[src/sv/text_codepage_transcoder_defines.svh]
// Assertion macros for the text codepage transcoder.
// Included by the top level; no other dependencies.
`ifndef TEXT_CODEPAGE_TRANSCODER_DEFINES_SVH
`define TEXT_CODEPAGE_TRANSCODER_DEFINES_SVH

`ifndef SYNTHESIS
// Same-cycle implication, disabled during reset.
`define TCT_ASSERT_IMP(lbl, clk, rstn, ante, cons, msg) \
    lbl: assert property (@(posedge clk) disable iff (!rstn) (ante) |-> (cons)) \
        else $error(msg);
// Next-cycle implication, disabled during reset.
`define TCT_ASSERT_NXT(lbl, clk, rstn, ante, cons, msg) \
    lbl: assert property (@(posedge clk) disable iff (!rstn) (ante) |=> (cons)) \
        else $error(msg);
`else
`define TCT_ASSERT_IMP(lbl, clk, rstn, ante, cons, msg)
`define TCT_ASSERT_NXT(lbl, clk, rstn, ante, cons, msg)
`endif

`endif

[src/sv/tct_pkg.sv]
// Types, codes and code-point helpers for the text codepage transcoder.
// No dependencies; used by the top level, tct_front, tct_fifo and tct_back.
package tct_pkg;

    localparam logic [1:0] SRC_UTF8    = 2'd0;
    localparam logic [1:0] SRC_UTF16LE = 2'd1;
    localparam logic [1:0] SRC_CP1251  = 2'd2;
    localparam logic [1:0] SRC_RAW     = 2'd3;

    localparam logic [2:0] TGT_UTF8    = 3'd0;
    localparam logic [2:0] TGT_CP1251  = 3'd1;
    localparam logic [2:0] TGT_UTF16LE = 3'd2;
    localparam logic [2:0] TGT_UTF16BE = 3'd3;

    localparam logic [1:0] CFG_SOURCE  = 2'd0;
    localparam logic [1:0] CFG_TARGET  = 2'd1;
    localparam logic [1:0] CFG_LIMIT   = 2'd2;

    localparam logic [1:0] LEAD_NONE   = 2'd0;
    localparam logic [1:0] LEAD_UTF8_2 = 2'd1;
    localparam logic [1:0] LEAD_UTF8_3 = 2'd2;
    localparam logic [1:0] LEAD_UTF16  = 2'd3;

    localparam logic [15:0] LIMIT_RESET = 16'hFFFF;

    // One decoded step handed from the front to the back.
    typedef struct packed {
        logic        done;   // a code point completed
        logic [15:0] cp;
        logic        eob;    // block ends here
    } t_work;

    function automatic logic [15:0] w1251_in(input logic [7:0] b);
        logic [15:0] r;
        if (b >= 8'hC0) begin
            r = {8'h00, b} - 16'h00C0 + 16'h0410;
        end else begin
            unique case (b)
                8'hB2:   r = 16'h0406;
                8'hAF:   r = 16'h0407;
                8'hB3:   r = 16'h0456;
                8'hBF:   r = 16'h0457;
                default: r = {8'h00, b};
            endcase
        end
        return r;
    endfunction

    function automatic logic [7:0] w1251_out(input logic [15:0] cp);
        logic [7:0] r;
        if (cp >= 16'h0410 && cp <= 16'h044F) begin
            r = cp[7:0] - 8'h10 + 8'hC0;
        end else begin
            unique case (cp)
                16'h0406: r = 8'hB2;
                16'h0407: r = 8'hAF;
                16'h0456: r = 8'hB3;
                16'h0457: r = 8'hBF;
                default:  r = cp[7:0];
            endcase
        end
        return r;
    endfunction

    // Number of bytes one code point takes in the target codepage.
    function automatic logic [1:0] char_len(input logic [15:0] cp, input logic [2:0] tgt);
        logic [1:0] r;
        unique case (tgt)
            TGT_UTF8: begin
                if (cp < 16'd128)       r = 2'd1;
                else if (cp < 16'd2048) r = 2'd2;
                else                    r = 2'd3;
            end
            TGT_UTF16LE, TGT_UTF16BE: r = 2'd2;
            default:                  r = 2'd1;
        endcase
        return r;
    endfunction

    // Byte idx of a code point in the target codepage.
    function automatic logic [7:0] char_byte(input logic [15:0] cp, input logic [2:0] tgt,
                                             input logic [1:0] idx);
        logic [7:0] r;
        unique case (tgt)
            TGT_UTF8: begin
                if (cp < 16'd128) begin
                    r = cp[7:0];
                end else if (cp < 16'd2048) begin
                    r = (idx == 2'd0) ? {3'b110, cp[10:6]} : {2'b10, cp[5:0]};
                end else begin
                    unique case (idx)
                        2'd0:    r = {4'hE, cp[15:12]};
                        2'd1:    r = {2'b10, cp[11:6]};
                        default: r = {2'b10, cp[5:0]};
                    endcase
                end
            end
            TGT_CP1251:  r = w1251_out(cp);
            TGT_UTF16LE: r = (idx == 2'd0) ? cp[7:0] : cp[15:8];
            TGT_UTF16BE: r = (idx == 2'd0) ? cp[15:8] : cp[7:0];
            default:     r = cp[7:0];
        endcase
        return r;
    endfunction

endpackage

[src/sv/tct_in_if.sv]
// Input channel of the transcoder: one source byte per beat.
// Standalone; no package dependency.
interface tct_in_if;
    logic       valid;
    logic       ready;
    logic [7:0] in_byte;
    logic       end_of_block;

    modport source (output valid, output in_byte, output end_of_block, input ready);
    modport sink   (input valid, input in_byte, input end_of_block, output ready);
endinterface

[src/sv/tct_out_if.sv]
// Output channel of the transcoder: one converted byte per beat.
// Standalone; no package dependency.
interface tct_out_if;
    logic       valid;
    logic       ready;
    logic [7:0] out_byte;
    logic       is_terminator;
    logic       last_of_run;

    modport source (output valid, output out_byte, output is_terminator,
                    output last_of_run, input ready);
    modport sink   (input valid, input out_byte, input is_terminator,
                    input last_of_run, output ready);
endinterface

[src/sv/text_codepage_transcoder.sv]
// Text codepage transcoder. Source bytes (UTF-8 up to three bytes, UTF-16LE,
// Windows-1251 or raw) enter on i_src, one byte per beat; the front end gathers
// each character into a 16-bit code point and hands it through a short queue to
// the back end, which re-encodes it (UTF-8, Windows-1251, UTF-16LE/BE or raw) and
// sends one byte per beat on o_dst. A beat flagged end_of_block appends one zero
// terminator (two for UTF-16 targets) and clears the block state, dropping any
// incomplete sequence. No more than the limit (i_cfg_idx 2) bytes, terminators included, leave
// in a block; last_of_run marks the final byte caused by each input beat.
// Rate: the back end emits one output byte per cycle while o_dst is ready; an
// input beat produces zero to four bytes (three for a three-byte UTF-8 target
// character), and none when all of its bytes fall beyond the limit.
// The input side takes a beat per cycle while the FIFO_DEPTH-entry queue has
// room; beats that only open a sequence bypass the queue entirely. Configuration
// goes through i_cfg_we / i_cfg_idx / i_cfg_data (0 source, 1 target, 2 limit)
// and must be written only while the block is idle.
// Depends on tct_pkg, tct_in_if, tct_out_if, tct_front, tct_fifo, tct_back.
`include "text_codepage_transcoder_defines.svh"

module text_codepage_transcoder import tct_pkg::*; #(
    parameter int FIFO_DEPTH = 2
) (
    input  logic        i_clk,
    input  logic        i_rst_n,
    input  logic        i_cfg_we,
    input  logic [1:0]  i_cfg_idx,
    input  logic [15:0] i_cfg_data,
    tct_in_if.sink      i_src,
    tct_out_if.source   o_dst
);

    // Configuration registers.
    logic [1:0]  r_source;
    logic [2:0]  r_target;
    logic [15:0] r_limit;

    // Front-to-queue and queue-to-back links.
    logic  push, full, pop, q_valid;
    t_work push_work, q_work;

    always_ff @(posedge i_clk) begin
        if (!i_rst_n) begin
            r_source <= SRC_UTF8;
            r_target <= TGT_UTF8;
            r_limit  <= LIMIT_RESET;
        end else if (i_cfg_we) begin
            // Writes to an index past the register list are dropped.
            unique case (i_cfg_idx)
                CFG_SOURCE: r_source <= i_cfg_data[1:0];
                CFG_TARGET: r_target <= i_cfg_data[2:0];
                CFG_LIMIT:  r_limit  <= i_cfg_data;
                default:    ;
            endcase
        end
    end

    // Decode: gather multi-byte sequences, hold partial state across beats.
    tct_front u_front (
        .i_clk    (i_clk),
        .i_rst_n  (i_rst_n),
        .i_source (r_source),
        .i_full   (full),
        .i_src    (i_src),
        .o_push   (push),
        .o_work   (push_work)
    );

    // Decouple: let decode run ahead while the encoder drains a long character.
    tct_fifo #(
        .DEPTH (FIFO_DEPTH)
    ) u_fifo (
        .i_clk   (i_clk),
        .i_rst_n (i_rst_n),
        .i_push  (push),
        .i_data  (push_work),
        .i_pop   (pop),
        .o_full  (full),
        .o_valid (q_valid),
        .o_data  (q_work)
    );

    // Encode: expand each code point into bytes, clip at the limit.
    tct_back u_back (
        .i_clk    (i_clk),
        .i_rst_n  (i_rst_n),
        .i_target (r_target),
        .i_limit  (r_limit),
        .i_valid  (q_valid),
        .i_work   (q_work),
        .o_pop    (pop),
        .o_dst    (o_dst)
    );

    // The front end must never push into a full queue.
    `TCT_ASSERT_IMP(a_no_overflow, i_clk, i_rst_n, push, !full, "push into full queue")
    // The back end pops only real entries.
    `TCT_ASSERT_IMP(a_no_underflow, i_clk, i_rst_n, pop, q_valid, "pop from empty queue")
    // Terminator beats always carry a zero byte.
    `TCT_ASSERT_IMP(a_term_zero, i_clk, i_rst_n, o_dst.valid && o_dst.is_terminator,
                    o_dst.out_byte == 8'h00, "terminator with nonzero byte")
    // Every pushed entry carries a completed character, an end of block, or both.
    `TCT_ASSERT_IMP(a_push_meaningful, i_clk, i_rst_n, push,
                    push_work.done || push_work.eob, "empty work pushed")

endmodule

[src/sv/tct_front.sv]
// Front end: accepts source bytes and gathers them into code points.
// Depends on tct_pkg and tct_in_if.
module tct_front import tct_pkg::*; (
    input  logic        i_clk,
    input  logic        i_rst_n,
    input  logic [1:0]  i_source,
    input  logic        i_full,
    tct_in_if.sink      i_src,
    output logic        o_push,
    output t_work       o_work
);

    logic [1:0]  r_pend,  n_pend;
    logic [15:0] r_part,  n_part;
    logic [1:0]  r_lead,  n_lead;

    logic        acc;
    logic        done;
    logic [15:0] cp;
    logic [15:0] d;
    logic [7:0]  b;

    assign i_src.ready = !i_full;
    assign acc         = i_src.valid && !i_full;
    assign b           = i_src.in_byte;

    always_comb begin
        n_pend = r_pend;
        n_part = r_part;
        n_lead = r_lead;
        done   = 1'b0;
        cp     = '0;
        d      = {8'h00, b} - 16'd128;
        if (r_pend != 2'd0) begin
            if (r_lead == LEAD_UTF16) begin
                cp     = r_part | {b, 8'h00};
                n_pend = 2'd0;
                done   = 1'b1;
            end else begin
                if (r_pend == 2'd2) begin
                    d = {d[9:0], 6'b0};
                end
                n_part = r_part + d;
                n_pend = r_pend - 2'd1;
                if (r_pend == 2'd1) begin
                    cp   = n_part;
                    done = 1'b1;
                end
            end
            if (done) begin
                n_lead = LEAD_NONE;
                n_part = '0;
            end
        end else begin
            unique case (i_source)
                SRC_UTF8: begin
                    if (b >= 8'd192 && b <= 8'd223) begin
                        n_part = {5'b0, b[4:0], 6'b0};
                        n_pend = 2'd1;
                        n_lead = LEAD_UTF8_2;
                    end else if (b >= 8'd224 && b <= 8'd239) begin
                        n_part = {b[3:0], 12'b0};
                        n_pend = 2'd2;
                        n_lead = LEAD_UTF8_3;
                    end else begin
                        cp   = {8'h00, b};
                        done = 1'b1;
                    end
                end
                SRC_UTF16LE: begin
                    n_part = {8'h00, b};
                    n_pend = 2'd1;
                    n_lead = LEAD_UTF16;
                end
                SRC_CP1251: begin
                    cp   = w1251_in(b);
                    done = 1'b1;
                end
                default: begin
                    cp   = {8'h00, b};
                    done = 1'b1;
                end
            endcase
        end
        // End of block drops any open sequence.
        if (i_src.end_of_block) begin
            n_pend = 2'd0;
            n_part = '0;
            n_lead = LEAD_NONE;
        end
    end

    // Beats that yield neither a character nor a terminator never reach the queue.
    assign o_push       = acc && (done || i_src.end_of_block);
    assign o_work.done  = done;
    assign o_work.cp    = cp;
    assign o_work.eob   = i_src.end_of_block;

    always_ff @(posedge i_clk) begin
        if (!i_rst_n) begin
            r_pend <= 2'd0;
            r_part <= '0;
            r_lead <= LEAD_NONE;
        end else if (acc) begin
            r_pend <= n_pend;
            r_part <= n_part;
            r_lead <= n_lead;
        end
    end

endmodule

[src/sv/tct_fifo.sv]
// Short queue of decoded work between front and back ends.
// Depends on tct_pkg.
module tct_fifo import tct_pkg::*; #(
    parameter int DEPTH = 2
) (
    input  logic  i_clk,
    input  logic  i_rst_n,
    input  logic  i_push,
    input  t_work i_data,
    input  logic  i_pop,
    output logic  o_full,
    output logic  o_valid,
    output t_work o_data
);

    localparam int PTR_W = (DEPTH > 1) ? $clog2(DEPTH) : 1;
    localparam int CNT_W = $clog2(DEPTH + 1);

    t_work             r_mem [DEPTH];
    logic [PTR_W-1:0]  r_wr, r_rd;
    logic [CNT_W-1:0]  r_cnt;
    logic              do_push, do_pop;

    assign o_full  = (r_cnt == CNT_W'(DEPTH));
    assign o_valid = (r_cnt != '0);
    assign o_data  = r_mem[r_rd];
    assign do_push = i_push && !o_full;
    assign do_pop  = i_pop && o_valid;

    always_ff @(posedge i_clk) begin
        if (do_push) begin
            r_mem[r_wr] <= i_data;
        end
    end

    always_ff @(posedge i_clk) begin
        if (!i_rst_n) begin
            r_wr  <= '0;
            r_rd  <= '0;
            r_cnt <= '0;
        end else begin
            if (do_push) begin
                r_wr <= (r_wr == PTR_W'(DEPTH - 1)) ? '0 : r_wr + PTR_W'(1);
            end
            if (do_pop) begin
                r_rd <= (r_rd == PTR_W'(DEPTH - 1)) ? '0 : r_rd + PTR_W'(1);
            end
            if (do_push && !do_pop) begin
                r_cnt <= r_cnt + CNT_W'(1);
            end else if (do_pop && !do_push) begin
                r_cnt <= r_cnt - CNT_W'(1);
            end
        end
    end

endmodule

[src/sv/tct_back.sv]
// Back end: encodes each code point, appends terminators, enforces the byte limit.
// Depends on tct_pkg and tct_out_if.
module tct_back import tct_pkg::*; (
    input  logic        i_clk,
    input  logic        i_rst_n,
    input  logic [2:0]  i_target,
    input  logic [15:0] i_limit,
    input  logic        i_valid,
    input  t_work       i_work,
    output logic        o_pop,
    tct_out_if.source   o_dst
);

    logic        r_busy;
    t_work       r_work;
    logic [2:0]  r_idx;
    logic [15:0] r_cnt;
    logic        r_ov;
    logic [7:0]  r_byte;
    logic        r_term;
    logic        r_last;

    logic [1:0]  nchar;
    logic [1:0]  nterm;
    logic [2:0]  total;
    logic [15:0] cnt_inc;
    logic        room, have, slot_free, emit, finish, last, in_char;
    logic [7:0]  byte_val;

    always_comb begin
        nchar     = r_work.done ? char_len(r_work.cp, i_target) : 2'd0;
        nterm     = !r_work.eob ? 2'd0 :
                    (i_target == TGT_UTF16LE || i_target == TGT_UTF16BE) ? 2'd2 : 2'd1;
        total     = {1'b0, nchar} + {1'b0, nterm};
        cnt_inc   = r_cnt + 16'd1;
        room      = r_cnt < i_limit;
        have      = r_busy && room && (r_idx < total);
        slot_free = !r_ov || o_dst.ready;
        emit      = have && slot_free;
        last      = (total == r_idx + 3'd1) || (cnt_inc == i_limit);
        finish    = r_busy && (!have || (emit && last));
        in_char   = r_idx < {1'b0, nchar};
        byte_val  = in_char ? char_byte(r_work.cp, i_target, r_idx[1:0]) : 8'h00;
    end

    assign o_pop = i_valid && (!r_busy || finish);

    assign o_dst.valid         = r_ov;
    assign o_dst.out_byte      = r_byte;
    assign o_dst.is_terminator = r_term;
    assign o_dst.last_of_run   = r_last;

    always_ff @(posedge i_clk) begin
        if (o_pop) begin
            r_work <= i_work;
        end
        if (emit) begin
            r_byte <= byte_val;
            r_term <= !in_char;
            r_last <= last;
        end
    end

    always_ff @(posedge i_clk) begin
        if (!i_rst_n) begin
            r_busy <= 1'b0;
            r_idx  <= '0;
            r_cnt  <= '0;
            r_ov   <= 1'b0;
        end else begin
            if (o_pop) begin
                r_busy <= 1'b1;
                r_idx  <= '0;
            end else begin
                if (finish) begin
                    r_busy <= 1'b0;
                end
                if (emit) begin
                    r_idx <= r_idx + 3'd1;
                end
            end
            if (finish && r_work.eob) begin
                r_cnt <= '0;
            end else if (emit) begin
                r_cnt <= cnt_inc;
            end
            if (emit) begin
                r_ov <= 1'b1;
            end else if (o_dst.ready) begin
                r_ov <= 1'b0;
            end
        end
    end

endmodule
[src/flat_wrapper.sv]
// flat-port wrapper written by rule: the top's interface ports become plain ports
module text_codepage_transcoder_flat import tct_pkg::*;
#(
    parameter int FIFO_DEPTH = 2
)
  (i_clk, i_rst_n, i_cfg_we, i_cfg_idx, i_cfg_data, i_src_valid, i_src_in_byte, i_src_end_of_block, i_src_ready, o_dst_valid, o_dst_out_byte, o_dst_is_terminator, o_dst_last_of_run, o_dst_ready);
  tct_in_if i_src_i ();
  tct_out_if o_dst_i ();
  input  logic i_clk;
  input  logic i_rst_n;
  input  logic i_cfg_we;
  input  logic [1:0] i_cfg_idx;
  input  logic [15:0] i_cfg_data;
  input wire logic [$bits(i_src_i.valid)-1:0] i_src_valid;
  input wire logic [$bits(i_src_i.in_byte)-1:0] i_src_in_byte;
  input wire logic [$bits(i_src_i.end_of_block)-1:0] i_src_end_of_block;
  output wire logic [$bits(i_src_i.ready)-1:0] i_src_ready;
  output wire logic [$bits(o_dst_i.valid)-1:0] o_dst_valid;
  output wire logic [$bits(o_dst_i.out_byte)-1:0] o_dst_out_byte;
  output wire logic [$bits(o_dst_i.is_terminator)-1:0] o_dst_is_terminator;
  output wire logic [$bits(o_dst_i.last_of_run)-1:0] o_dst_last_of_run;
  input wire logic [$bits(o_dst_i.ready)-1:0] o_dst_ready;
  assign i_src_i.valid = i_src_valid;
  assign i_src_i.in_byte = i_src_in_byte;
  assign i_src_i.end_of_block = i_src_end_of_block;
  assign i_src_ready = i_src_i.ready;
  assign o_dst_valid = o_dst_i.valid;
  assign o_dst_out_byte = o_dst_i.out_byte;
  assign o_dst_is_terminator = o_dst_i.is_terminator;
  assign o_dst_last_of_run = o_dst_i.last_of_run;
  assign o_dst_i.ready = o_dst_ready;
  text_codepage_transcoder #(.FIFO_DEPTH(FIFO_DEPTH)) u_core (.i_clk(i_clk), .i_rst_n(i_rst_n), .i_cfg_we(i_cfg_we), .i_cfg_idx(i_cfg_idx), .i_cfg_data(i_cfg_data), .i_src(i_src_i), .o_dst(o_dst_i));
endmodule
[config.mk]
export PLATFORM = sky130hd
export DESIGN_NAME = text_codepage_transcoder_flat
export DESIGN_NICKNAME = d
export VERILOG_FILES = /design/src/sv/tct_pkg.sv /design/src/sv/tct_in_if.sv /design/src/sv/tct_out_if.sv /design/src/sv/text_codepage_transcoder.sv /design/src/sv/tct_front.sv /design/src/sv/tct_fifo.sv /design/src/sv/tct_back.sv /design/src/flat_wrapper.sv
export VERILOG_INCLUDE_DIRS = /design/src /design/src/sv
export SDC_FILE = /design/constraint.sdc
export NUM_CORES = 1
export LEC_CHECK = 0
export ABC_AREA = 1
export BUFFER_PORTS_ARGS = -buffer_cell sky130_fd_sc_hd__buf_2
export CAP_MARGIN = 20
export CORE_AREA = 4 4 233 121
export DETAILED_ROUTE_END_ITERATION = 8
export DIE_AREA = 0 0 237 125
export SLEW_MARGIN = 20
export SYNTH_ARGS = -nofsm -noshare
export SYNTH_HDL_FRONTEND = slang
export SYNTH_HIERARCHICAL = 1
export SYNTH_SLANG_ARGS = --single-unit
[constraint.sdc]
create_clock -name i_clk -period 7.2 [get_ports i_clk]
set_input_delay 1.8 -clock i_clk [delete_from_list [all_inputs] [get_ports i_clk]]
set_output_delay 1.8 -clock i_clk [all_outputs]
set_load 0.01 [all_outputs]
======== After elaboration in Yosys (flattened, before gate mapping) ========
Memory sizes are Yosys's and may differ from the RTL's. A register that Yosys moved wholly into a read port is not among the register bits.
Cells that the tools add are included.
storage, ports and cells
  register bits after elaboration ......... 76
  bits in latches ......................... 0
  memory bits (writable) .................. 36
  bits in read-only memories .............. 0
  input port bits ......................... 32
  output and inout bits ................... 12
  logic and storage cells ................. 177
  memories kept ........................... 1
cells by class
  $add $sub $neg .......................... 14
  $mul .................................... 0
  divide/modulo/power cells ............... 0
  order comparisons ....................... 11
  equality and inequality tests ........... 25
  shifts and indexed selects .............. 0
  mux-type cells .......................... 60
  bitwise operators ....................... 2
  reduce and logical (&&, ||, !) cells .... 48
memories
  name                 depth  bits a word  rd ports  clocked after memory_dff  wr ports  line            source
  u_core.u_fifo.r_mem  2      18           1         1                         1         tct_fifo.sv:19  t_work r_mem [DEPTH];
operator list
  operator                                                       count
  2-to-1 mux 16 bit                                              12
  == test 16 x 11 -> 1 bit (second input constant)               4
  one-hot mux 8 bit (4 select lines)                             2
  2-to-1 mux 8 bit                                               6
  one-hot mux 16 bit (3 select lines)                            1
  one-hot mux 11 bit (4 select lines)                            1
  == test 8 bit (second input constant)                          4
  one-hot mux 16 bit (2 select lines)                            1
  2-to-1 mux 2 bit                                               14
  subtractor 8 x 8 -> 9 bit (second input constant)              2
  adder 16 x 1 -> 16 bit (second input constant)                 1
  adder 16 bit                                                   1
  == test 16 bit                                                 1
  >= comparator 16 x 11 -> 1 bit (second input constant)         1
  >= comparator 8 bit (second input constant)                    2
  <= comparator 16 x 11 -> 1 bit (second input constant)         1
  <= comparator 8 bit (second input constant)                    2
  logical AND 1 bit                                              16
  less-than comparator 16 x 12 -> 1 bit (second input constant)  1
  less-than comparator 16 bit                                    1
  less-than comparator 16 x 8 -> 1 bit (second input constant)   1
  OR 16 bit                                                      1
  2-to-1 mux 1 bit                                               15
  2-to-1 mux 14 bit                                              1
  other kinds (33)                                               68

======== Depth between registers and ports, before layout ========
Gate-level depths: netlist (run 1).
  depth after elaboration ................. 18
  depth in mapped cells ................... 31
  depth with buffers taken out ............ 31

======== Cells and area by module ========
The synthesis (run 1) kept the hierarchy.
modules (own cells, without submodules)
  module                    times used  cells each  area each (um^2)  sequential area each (um^2)
  tct_back                  1           589         4003.8            1261.2
  tct_front                 1           581         3126.7            400.4
  tct_fifo                  1           93          1597.8            1181.1
  text_codepage_transcoder  1           107         840.8             420.4

======== Worst setup path after synthesis (run 1) ========
OpenSTA, ideal clock, no wires.
  path kind ............................... reg2reg
  from .................................... reg, netlist name u_core/u_back/r_work[8]
  to ...................................... reg u_core.u_fifo.r_cnt[1]
  setup time .............................. 0.064 ns
  data arrival time ....................... 4.259 ns
  data required time ...................... 7.136 ns
  setup slack ............................. 2.877 ns
  cell stages (with the launch flop) ...... 30
  path buffers ............................ 1
  period minus slack after synthesis ...... 4.323 ns
  cells stage by stage .................... edfxtp_1 -> clkbuf_1 -> inv_1 -> nand3_1 -> nor2_1 -> nor2_1 -> nand2_1 -> nand3_1 -> inv_1 -> ha_1 -> fa_1 -> inv_1 -> ha_1 -> nand2_1 -> nor2_1 -> a211oi_1 -> nand4_1 -> nor2_2 -> nand2_2 -> nand2_2 -> nand2_1 -> inv_1 -> o21a_1 -> inv_1 -> ha_1 -> inv_1 -> nand3_1 -> nand2_1 -> inv_1 -> nor2_1
on the way
  longest elaborated chain between the ends .. 18
  elaborated cells on any way between the ends .. 24
  those cells by class .................... add/sub (1); order compare (3); eq/ne (1); mux (5); reduce/logical (14)
ends and longest elaborated chain
  element                                                        line                            source
  less-than comparator 16 x 12 -> 1 bit                          tct_pkg.sv:71                   else if (cp < 16'd2048) r = 2'd2;
  2-to-1 mux 1 bit                                               tct_pkg.sv:71
  2-to-1 mux 2 bit (*)                                           tct_pkg.sv:70                   if (cp < 16'd128) r = 2'd1;
  one-hot mux 2 bit (2 select lines) (*)                         tct_pkg.sv:68                   unique case (tgt)
  2-to-1 mux 2 bit (*)                                           tct_back.sv:31                  nchar = r_work.done ? char_len(r_work.cp, i_target) : 2'd0;
  adder 2 x 2 -> 3 bit (*)                                       tct_back.sv:34                  total = {1'b0, nchar} + {1'b0, nterm};
  less-than comparator 3 bit                                     tct_back.sv:37                  have = r_busy && room && (r_idx < total);
  logical AND 1 bit                                              tct_back.sv:37
  [... 3 more ...]                                               -
  logical AND 1 bit (*)                                          tct_back.sv:41                  finish = r_busy && (!have || (emit && last));
  logical OR 1 bit (*)                                           tct_back.sv:46                  assign o_pop = i_valid && (!r_busy || finish);
  logical AND 1 bit (*)                                          tct_back.sv:46
  net u_core.pop                                                 text_codepage_transcoder.sv:37  logic push, full, pop, q_valid;
  logical AND 1 bit (*)                                          tct_fifo.sv:28                  assign do_pop = i_pop && o_valid;
  zero test 1 bit                                                tct_fifo.sv:48                  if (do_push && !do_pop) begin
  logical AND 1 bit                                              tct_fifo.sv:48
  2-to-1 mux 2 bit / nonzero test 2 bit (equally long branches)  -
  end signal: assignment                                         tct_fifo.sv:49                  r_cnt <= r_cnt + CNT_W'(1);
  end signal: assignment                                         tct_fifo.sv:51                  r_cnt <= r_cnt - CNT_W'(1);
  end: declaration                                               tct_fifo.sv:21                  logic [CNT_W-1:0] r_cnt;
Mark *: on every way through the listed nets, which the timed path passes. The rest lies on a longest branch.
A chain may end at the register's enable or synchronous reset.

======== Final worst setup path (run 1) ========
  from .................................... reg, netlist name u_core/u_back/r_work[8]
  to ...................................... reg u_core.u_fifo.r_cnt[1]
on the way
  longest elaborated chain between the ends .. 18
  elaborated cells on any way between the ends .. 24
  those cells by class .................... add/sub (1); order compare (3); eq/ne (1); mux (5); reduce/logical (14)
ends and longest elaborated chain
  element                                                        line
  less-than comparator 16 x 12 -> 1 bit                          tct_pkg.sv:71
  2-to-1 mux 1 bit                                               tct_pkg.sv:71
  2-to-1 mux 2 bit (*)                                           tct_pkg.sv:70
  one-hot mux 2 bit (2 select lines) (*)                         tct_pkg.sv:68
  2-to-1 mux 2 bit (*)                                           tct_back.sv:31
  adder 2 x 2 -> 3 bit (*)                                       tct_back.sv:34
  less-than comparator 3 bit                                     tct_back.sv:37
  logical AND 1 bit                                              tct_back.sv:37
  [... 3 more ...]                                               -
  logical AND 1 bit (*)                                          tct_back.sv:41
  logical OR 1 bit (*)                                           tct_back.sv:46
  logical AND 1 bit (*)                                          tct_back.sv:46
  net u_core.pop                                                 text_codepage_transcoder.sv:37
  logical AND 1 bit (*)                                          tct_fifo.sv:28
  zero test 1 bit                                                tct_fifo.sv:48
  logical AND 1 bit                                              tct_fifo.sv:48
  2-to-1 mux 2 bit / nonzero test 2 bit (equally long branches)  -
Marks and branches as above.

==> impl_summary.md, run 1 <==
Run status
The flow ran to the end, and the final reports show no timing, DRC or antenna violations.

STA
The final number of hold-violating endpoints is 0. Setup repair after global routing left no endpoint under its margin. The maximum operating frequency is between 200 and 250 MHz. The portion of the clock cycle consumed by the worst path in the final layout is 0.666.

The tightest slew margin relative to the limit is 0.321. The time the final worst path needs with I/O delays and setup is 4790 ps. Setup violations remaining at the end of the flow were counted as 0.

The clock tree skew after final layout is between 5 and 6 ps. The slew at the pin closest to its max-slew limit is roughly 1000 ps. The max-slew violation count is 0. The final-layout setup total negative slack is 0 ps.

Synthesis
The async set or reset register ratio after synthesis is 0. sky130_fd_sc_hd__edfxtp_1 takes more of the synthesized area than any other cell. When the netlist entered floorplanning its net count stood at 1459. In this run the mean area of a mapped cell was 6.98 um^2. In the synthesized netlist the dominant register cell turns out to be sky130_fd_sc_hd__dfxtp_1. Synthesis produced a netlist whose cell count is approximately 1400.

For this run, the register share of the synthesized area comes to 0.341. In the post-synthesis netlist, the biggest area contributors are sky130_fd_sc_hd__edfxtp_1, sky130_fd_sc_hd__nand2_1, sky130_fd_sc_hd__dfxtp_1. The count of yosys warnings during synthesis is 6.

The count of flip-flops with a built-in enable after synthesis is between 60 and 70. The share of synthesized area in the top cell type comes to 0.201. The netlist area before placement is 0.00957 mm^2. The count of different cell masters after synthesis is 55.

Counting flops and latches in the post-synthesis netlist gives 131.

Flow run
The tool flagged a number of max-cap violations equal to 0.

Detailed routing
After detailed routing, the number of remaining DRC violations is 0. The number of nets with antenna violations after detailed routing is 0. The number of violations reported at the end of detailed-routing iteration 0 is 721. Dividing the detail-routed via count by the number of cells gives between 5 and 6. Before antenna repair, the detailed router went through 5 iterations. The count of vias placed by the detailed router is around 9100. The total wire length is around 27 mm.

The mean routed wirelength per cell is 15.2 um.

Layout
Leaving out fill and tap cells, the most frequent cells in the layout are sky130_fd_sc_hd__nand2_1, sky130_fd_sc_hd__inv_1, sky130_fd_sc_hd__nand3_1, sky130_fd_sc_hd__nor2_1, sky130_fd_sc_hd__dfxtp_1. The count of antenna diodes in the layout is 0. Measured on the finished design, the core utilization comes to 0.405. Relative to the synthesized area, the layout overhead comes to 10.5%. The filler-free cell count of the finished design is around 1800. The final net count is ~1500. The most frequent standard cell in the layout excluding fill and tap cells is sky130_fd_sc_hd__nand2_1. Counting the fill cells in the layout gives roughly 2800. In the final layout, the share of cells above drive strength 1 is 0.101.

Clock network
In this run the clock root is driven by a sky130_fd_sc_hd__clkbuf_16. Once the clock tree was built, the resizer swapped 0 gates to a different size. The TritonCTS clock tree is built.

The maximum root-to-sink buffer count is 2. The count of clock tree sinks is between 100 and 150. The clock buffer count from CTS is 17. The H-tree depth reported by CTS is 4. The clock-pin slew on the worst setup and hold paths is ~60 ps.

The latest clock arrival within the worst-skew pair is 430 ps. Buffers added to address setup during post-CTS repair amount to 0. The quantity of hold-fixing buffers added after cts is 0.

Placed design
The global placer's final weighted congestion is 0.907. The number of placed instances, taps included is 1738. After legalization and detailed placement, the total HPWL measured approximately 20 mm. Buffers placed on the I/O ports in this run total 43.

Floorplan
The starting utilization of the core area is 0.366. 44 I/O pins were placed. The die height is between 100 and 150 um. The total die area is 0.0296 mm^2. The die outline width is between 200 and 250 um. The placeable core region is 0.0261 mm^2. The count of standard-cell rows is 42.

Worst setup path
The startpoint of the worst setup timing path is u_core/u_back/r_work[8]. The critical-path maximum fanout is 19. The startpoint identified for the worst register-to-register timing path is u_core/u_back/r_work[8]. The type of the worst setup path is flip-flop to flip-flop. The data required time at the worst endpoint is 7560 ps.

The endpoint arrival time on the critical path is roughly 5200 ps. STA classifies the critical path endpoint as a flip-flop. Measured in cells, the most critical reg-to-reg path has a length of 26. The worst setup path is launched from a flip-flop. The endpoint identified for the worst register-to-register timing path is u_core/u_fifo/r_cnt[1]. The register-to-register path setup slack is 2410 ps.

Following the worst setup path forward leads to its endpoint at u_core/u_fifo/r_cnt[1].

Power and ir drop
In this run the power density over the cells is 305 mW/mm^2. The peak supply drop is roughly 0.19 mV. For this design the static power due to leakage is 4.95 nW.

Global route
The first global-routing pass estimated ~44 mm of wire. The largest net degree at the start of global routing is 44. The overall fraction of global-route tracks in use is 0.181.

The number of antenna violations at the first check in global routing was 0. The number of global-route vias before repair is around 8700. Summed over all layers, the global routing overflow is 0.

Min path
The worst min-delay path class is flip-flop to flip-flop.
sequential cells by signal, indices dropped and copies added (netlist names), named ones only:
signal	flops
u_core/u_back/r_work	18
u_core/u_back/r_cnt	16
u_core/u_back/o_dst.valid	1
u_core/u_back/o_dst.last_of_run	1
u_core/u_fifo/r_cnt	2
u_core/u_front/r_lead	2
u_core/u_back/r_idx	3
u_core/r_limit	16
u_core/u_back/r_busy	1
u_core/u_back/o_dst.is_terminator	1
u_core/u_fifo/r_mem	36
u_core/r_source	2
u_core/u_back/o_dst.out_byte	8
u_core/u_front/r_pend	2
u_core/u_front/r_part	16
u_core/u_fifo/r_rd	1
u_core/r_target	3
u_core/u_fifo/r_wr	1
logic make-up (layout without fill, tap and decap cells):
| family | Yosys count | in the layout | synth area share |
|---|---|---|---|
| AO/OA/AOI/OAI | 166 | 166 | 0.0990 |
| XOR/XNOR | 11 | 11 | 0.0101 |
| adder cells (fa/ha/maj) | 57 | 57 | 0.0761 |
| buffers and inverters | 255 | 303 | 0.109 |
| flip-flops | 131 | 131 | 0.341 |
| multiplexers | 18 | 18 | 0.0251 |
| AND/OR/NAND/NOR | 732 | 732 | 0.339 |
per-layer routing:
layer | share of wire | wire length (um) | track usage | up-vias
met2 | 0.47 | 12500 | 0.300 | 288
met1 | 0.44 | 11900 | 0.228 | 4165
li1 | - | - | - | 4561
met5 | 0 | 0 | 0 | -
met4 | 0.030 | 795 | 0.0744 | 0
met3 | 0.059 | 1590 | 0.0427 | 58
area by class of cell:
cell class,count,area [um^2],share of cell area
Clock inverter,11,63.8,0.00604
Tap cell,352,440,0.0417
Clock buffer,21,450,0.0426
Timing Repair Buffer,49,260,0.0246
Multi-Input combinational cell,984,5260,0.498
Inverter,222,833,0.0788
Sequential cell,131,3260,0.309
synth_stat cells, types with 2 or more instances:
cell	count
sky130_fd_sc_hd__nand3b_1	4
sky130_fd_sc_hd__o21bai_1	2
sky130_fd_sc_hd__nor3_1	11
sky130_fd_sc_hd__buf_4	5
sky130_fd_sc_hd__edfxtp_1	64
sky130_fd_sc_hd__nand3_4	3
sky130_fd_sc_hd__a21oi_1	58
sky130_fd_sc_hd__nor2_2	18
sky130_fd_sc_hd__nand2_4	4
sky130_fd_sc_hd__buf_12	2
sky130_fd_sc_hd__mux2_4	10
sky130_fd_sc_hd__clkinv_1	2
sky130_fd_sc_hd__o22ai_1	6
sky130_fd_sc_hd__nand2_1	359
sky130_fd_sc_hd__o21a_1	2
sky130_fd_sc_hd__inv_2	6
sky130_fd_sc_hd__ha_1	55
sky130_fd_sc_hd__fa_1	2
sky130_fd_sc_hd__dfxtp_1	67
sky130_fd_sc_hd__nand3_2	2
sky130_fd_sc_hd__o21ai_2	2
sky130_fd_sc_hd__a41oi_1	2
sky130_fd_sc_hd__o21ai_0	60
sky130_fd_sc_hd__clkbuf_1	13
sky130_fd_sc_hd__nand3_1	139
sky130_fd_sc_hd__nand4_1	40
sky130_fd_sc_hd__inv_1	214
sky130_fd_sc_hd__o221ai_1	3
sky130_fd_sc_hd__o21ai_1	3
sky130_fd_sc_hd__buf_6	2
sky130_fd_sc_hd__or2_2	4
sky130_fd_sc_hd__o31ai_1	2
sky130_fd_sc_hd__nand2_2	8
sky130_fd_sc_hd__mux2_2	8
sky130_fd_sc_hd__and2_1	3
sky130_fd_sc_hd__buf_2	9
sky130_fd_sc_hd__o211ai_1	10
sky130_fd_sc_hd__a31oi_1	5
sky130_fd_sc_hd__xor2_1	10
sky130_fd_sc_hd__a211oi_1	4
sky130_fd_sc_hd__nor2_1	133
stage by stage:
| step | cell area [um^2] | worst slack [ps] | power [mW] | hold WS (ps) |
|---|---|---|---|---|
| CTS | 10600 | 2380 | 3.24 | 468 |
| floorplan | 9570 | 2880 | 2.08 | 429 |
| detailed placement | 10100 | 2390 | 2.46 | 453 |
| finish | 10600 | 2410 | 3.22 | 466 |
| global placement | 10100 | 2490 | 2.46 | 448 |
| global route | 10600 | 1810 | 3.47 | 481 |
worst max-delay path: stages (launching register included):
cell                       delay (ps)
sky130_fd_sc_hd__edfxtp_1         500
sky130_fd_sc_hd__inv_1            180
sky130_fd_sc_hd__nand3_1          230
sky130_fd_sc_hd__nor2_1           240
sky130_fd_sc_hd__nor2_1            90
sky130_fd_sc_hd__o21ai_0          230
sky130_fd_sc_hd__inv_1            110
sky130_fd_sc_hd__fa_1             580
sky130_fd_sc_hd__inv_1             50
sky130_fd_sc_hd__ha_1             260
sky130_fd_sc_hd__nand2_1           60
sky130_fd_sc_hd__nor2_1            40
sky130_fd_sc_hd__a211oi_1         170
sky130_fd_sc_hd__nand4_1          160
sky130_fd_sc_hd__nor2_2           140
sky130_fd_sc_hd__nand2_2           60
sky130_fd_sc_hd__nand2_2           80
sky130_fd_sc_hd__nand2_1           70
sky130_fd_sc_hd__inv_1            530
sky130_fd_sc_hd__o21a_1           250
sky130_fd_sc_hd__inv_1             50
sky130_fd_sc_hd__ha_1             310
sky130_fd_sc_hd__inv_1             80
sky130_fd_sc_hd__nand3_1           80
sky130_fd_sc_hd__nand2_1           60
sky130_fd_sc_hd__inv_1             40
sky130_fd_sc_hd__nor2_1            90
worst min path at each step:
stage	startpoint	endpoint	slack, ps	cells after the start
global placement	u_core/r_limit[3]	u_core/r_limit[3]	450	2
finish	u_core/r_limit[3]	u_core/r_limit[3]	470	2
global route	u_core/r_limit[3]	u_core/r_limit[3]	480	2
detailed placement	u_core/r_limit[3]	u_core/r_limit[3]	450	2
floorplan	u_core/r_limit[3]	u_core/r_limit[3]	430	2
CTS	u_core/r_limit[3]	u_core/r_limit[3]	470	2
where the power goes:
| part | internal (mW) | switching (mW) |
|---|---|---|
| clock | 0.442 | 0.325 |
| combinational | 0.432 | 0.871 |
| sequential | 1.01 | 0.138 |
(Power assumes the default switching activity.)
==> run 2: changes to the inputs <==
- clock period: 7.2 -> 4.9 ns (I/O delays scaled with it)
==> impl_summary.md, run 2 (same netlist as run 1, synthesis figures left out) <==
Layout
The most frequent standard cell in the layout excluding fill and tap cells is sky130_fd_sc_hd__nand2_1. The largest registers in the layout are u_core/u_fifo/r_mem: 36 flops, u_core/u_back/r_work: 18 flops. In the final layout, the share of cells above drive strength 1 is 0.106. From synthesis to final layout, the design area changed by 11.5%. Once layout is done, the placed cells without fillers occupy approximately 0.011 mm^2. The register with the most flip-flops in the layout has 36 of them.

In the layout the commonest cells are sky130_fd_sc_hd__nand2_1, sky130_fd_sc_hd__inv_1, sky130_fd_sc_hd__nand3_1, sky130_fd_sc_hd__nor2_1, sky130_fd_sc_hd__dfxtp_1. After filler insertion, the fill cell instance count of the layout stands at approximately 2700. Counting flops per register, the top entry is u_core/u_fifo/r_mem.

The number of antenna diodes in the final layout is 0. The net count of the finished layout is approximately 1500.

Power and ir drop
The reported net switching power is roughly 2 mW. The proportion of total power due to net switching is 0.411. The cell internal power dissipation is between 2 and 3 mW. The leakage power of the design is about 5.0 nW. The share of total power dissipated in sequential elements is 0.346. The clock network fraction of total power is 0.257. IR analysis of the VDD net gives a maximum drop of between 0.2 and 0.3 mV.

Of the total power, combinational logic draws 0.397. In this run the power density over the cells is 458 mW/mm^2.

STA
For the finished layout, the period the worst path requires is 4400 ps. The clock arrives with ~14 ps of skew. The slew at the pin closest to its max-slew limit is approximately 1100 ps. The maximum operating frequency is 227 MHz.

The final-layout setup total negative slack is 0 ps. Dividing the final minimum period by the clock period gives 0.897. The max-slew violation count was 0. The number of setup violations in the final report is 0.

Setup repair after global routing left no endpoint under its margin. The tightest slew margin relative to the limit is 0.273. The final number of hold-violating endpoints came to 0.

Detailed routing
The final route contains approximately 9200 vias. The remaining design rule violation count is 0. The pre-antenna-repair detailed-routing pass consisted of 6 iterations. The final layout contains routed wiring with a total length of about 27 mm. The number of nets with antenna violations after detailed routing is 0.

The mean routed wirelength per cell is 15.1 um. The number of violations reported at the end of detailed-routing iteration 0 is around 900. The mean number of vias per cell is roughly 5.2.

Global route
The number of global-route vias before repair is about 8700. The overall fraction of global-route tracks in use is 0.179. The first global-routing pass estimated around 43 mm of wire. Entering global routing, the biggest net connects 42 pins. The number of antenna violations at the first check in global routing came to 0. The global route total overflow is 0.

Floorplan
The die outline width is between 200 and 250 um. The region available for standard cell placement spans approximately 0.026 mm^2. The starting utilization of the core area is 0.366. The die height is about 130 um. The count of boundary I/O pins is 44. The total die area is roughly 0.030 mm^2.

Row generation in the floorplan step produced 42 rows.

Worst setup path
The endpoint identified for the worst register-to-register timing path is u_core/u_fifo/r_cnt[1]. The endpoint arrival time on the critical path is between 4000 and 5000 ps. The data required time at the worst endpoint is about 5300 ps.

The depth of the most critical reg-to-reg path is 26. The endpoint type of the worst setup path is a flip-flop. The register-to-register path setup slack is approximately 500 ps.

The critical path is of the flip-flop to flip-flop type. STA classifies the critical path startpoint as a flip-flop. The startpoint of the worst register-to-register path is u_core/u_back/r_work[8]. The critical-path maximum fanout is 8.

Clock network
The quantity of hold-fixing buffers added after cts is 0. The clock buffer count from CTS is 17. The clock root buffer master is sky130_fd_sc_hd__clkbuf_16. Clock-pin slew was measured on the worst setup and hold paths at about 60 ps. The H-tree was split into 4 levels. At the later pin of the worst-skew pair, clock insertion delay measures between 400 and 500 ps. TritonCTS built the clock tree.

Buffers added to address setup during post-CTS repair amount to 0. The number of gates resized after CTS is 0. The clock passes through at most 2 buffers. Counting every sink on the clock net gives around 130.

Flow run
Max-cap violations in this run came to 0.

Min path
The worst min-delay path class is flip-flop to flip-flop. The hold path startpoint is u_core/r_limit[3]. The hold path depth is 2. The worst min-delay path endpoint is u_core/r_limit[3].

Placed design
After detailed placement, the total cell area comes to just over 0.01 mm^2. The half-perimeter wire length after detailed placement is 20.5 mm. The global placer's final weighted congestion is roughly 0.95.

The count of port buffers added during placement is 43.

Run status
The run finished with clean final reports.
[run 2: cell types whose count changed in the layout (fill, tap and decap cells not counted), sizes merged]
cell | before | now
clkinv | 10 | 7
clkinvlp | 3 | 5
bufinv | 0 | 1
buf | 49 | 52
clkbuf | 21 | 19
inv | 220 | 222
[run 2: worst max path at each step]
| stage | endpoint | cells after the start | from |
|---|---|---|---|
| 2_1_floorplan | u_core/u_fifo/r_cnt[1] | 29 | u_core/u_back/r_work[8] |
| 3_3_place_gp | u_core/u_fifo/r_cnt[1] | 26 | u_core/u_back/r_work[8] |
| 3_5_place_dp | u_core/u_fifo/r_cnt[1] | 26 | u_core/u_back/r_work[8] |
| 4_1_cts | u_core/u_fifo/r_cnt[1] | 26 | u_core/u_back/r_work[8] |
| 5_1_grt | u_core/u_fifo/r_cnt[1] | 26 | u_core/r_target[2] |
| 6_report | u_core/u_fifo/r_cnt[1] | 26 | u_core/u_back/r_work[8] |
[run 2: final cells by class]
cell class / instances / area [um^2] / area share
Tap cell: 352 / 440 / 0.0413
Clock buffer: 19 / 464 / 0.0435
Inverter: 222 / 833 / 0.0781
Multi-Input combinational cell: 984 / 5260 / 0.493
Timing Repair Buffer: 52 / 283 / 0.0265
Sequential cell: 131 / 3260 / 0.306
Clock inverter: 13 / 125 / 0.0117
[run 2: per-layer routing]
layer,up-vias,GRT usage,wire length (um),share of wire
met4,0,0.0799,1010,0.038
met1,4188,0.230,11700,0.44
met3,75,0.0378,1770,0.066
met5,-,0,0,0
li1,4564,-,-,-
met2,351,0.293,12300,0.46
[run 2: critical path, stage by stage (launching register included)]
cell and delay (ps):
sky130_fd_sc_hd__edfxtp_1 500, sky130_fd_sc_hd__inv_1 180, sky130_fd_sc_hd__nand3_1 220, sky130_fd_sc_hd__nor2_1 250
sky130_fd_sc_hd__nor2_1 90, sky130_fd_sc_hd__o21ai_0 250, sky130_fd_sc_hd__inv_1 100, sky130_fd_sc_hd__fa_1 580
sky130_fd_sc_hd__inv_1 60, sky130_fd_sc_hd__ha_1 270, sky130_fd_sc_hd__nand2_1 60, sky130_fd_sc_hd__nor2_1 40
sky130_fd_sc_hd__a211oi_1 200, sky130_fd_sc_hd__nand4_1 180, sky130_fd_sc_hd__nor2_2 140, sky130_fd_sc_hd__nand2_2 60
sky130_fd_sc_hd__nand2_2 80, sky130_fd_sc_hd__nand2_1 70, sky130_fd_sc_hd__inv_1 80, sky130_fd_sc_hd__o21a_1 160
sky130_fd_sc_hd__inv_1 50, sky130_fd_sc_hd__ha_1 320, sky130_fd_sc_hd__inv_1 100, sky130_fd_sc_hd__nand3_1 80
sky130_fd_sc_hd__nand2_1 70, sky130_fd_sc_hd__inv_1 50, sky130_fd_sc_hd__nor2_1 90
[run 2: power groups by stage]
stage / logic [mW] / registers [mW] / clock network (mW)
floorplan: 1.43 / 1.64 / 0
global placement: 1.92 / 1.71 / 0
detailed placement: 1.92 / 1.71 / 0
CTS: 1.93 / 1.69 / 1.29
global route: 2.18 / 1.72 / 1.33
finish: 1.94 / 1.69 / 1.25
[run 2: metrics by stage]
step | power, mW | utilization | setup slack, ps | instances | hold WS, ps
after floorplan | 3.06 | - | 577 | 1370 | 429
final | 4.89 | 0.408 | 504 | 1773 | 467
after detailed placement | 3.63 | 0.386 | 570 | 1741 | 451
after CTS | 4.91 | 0.408 | 545 | 1773 | 467
after global routing | 5.23 | 0.408 | 92.3 | 1773 | 508
after global placement | 3.63 | 0.386 | 779 | 1741 | 448
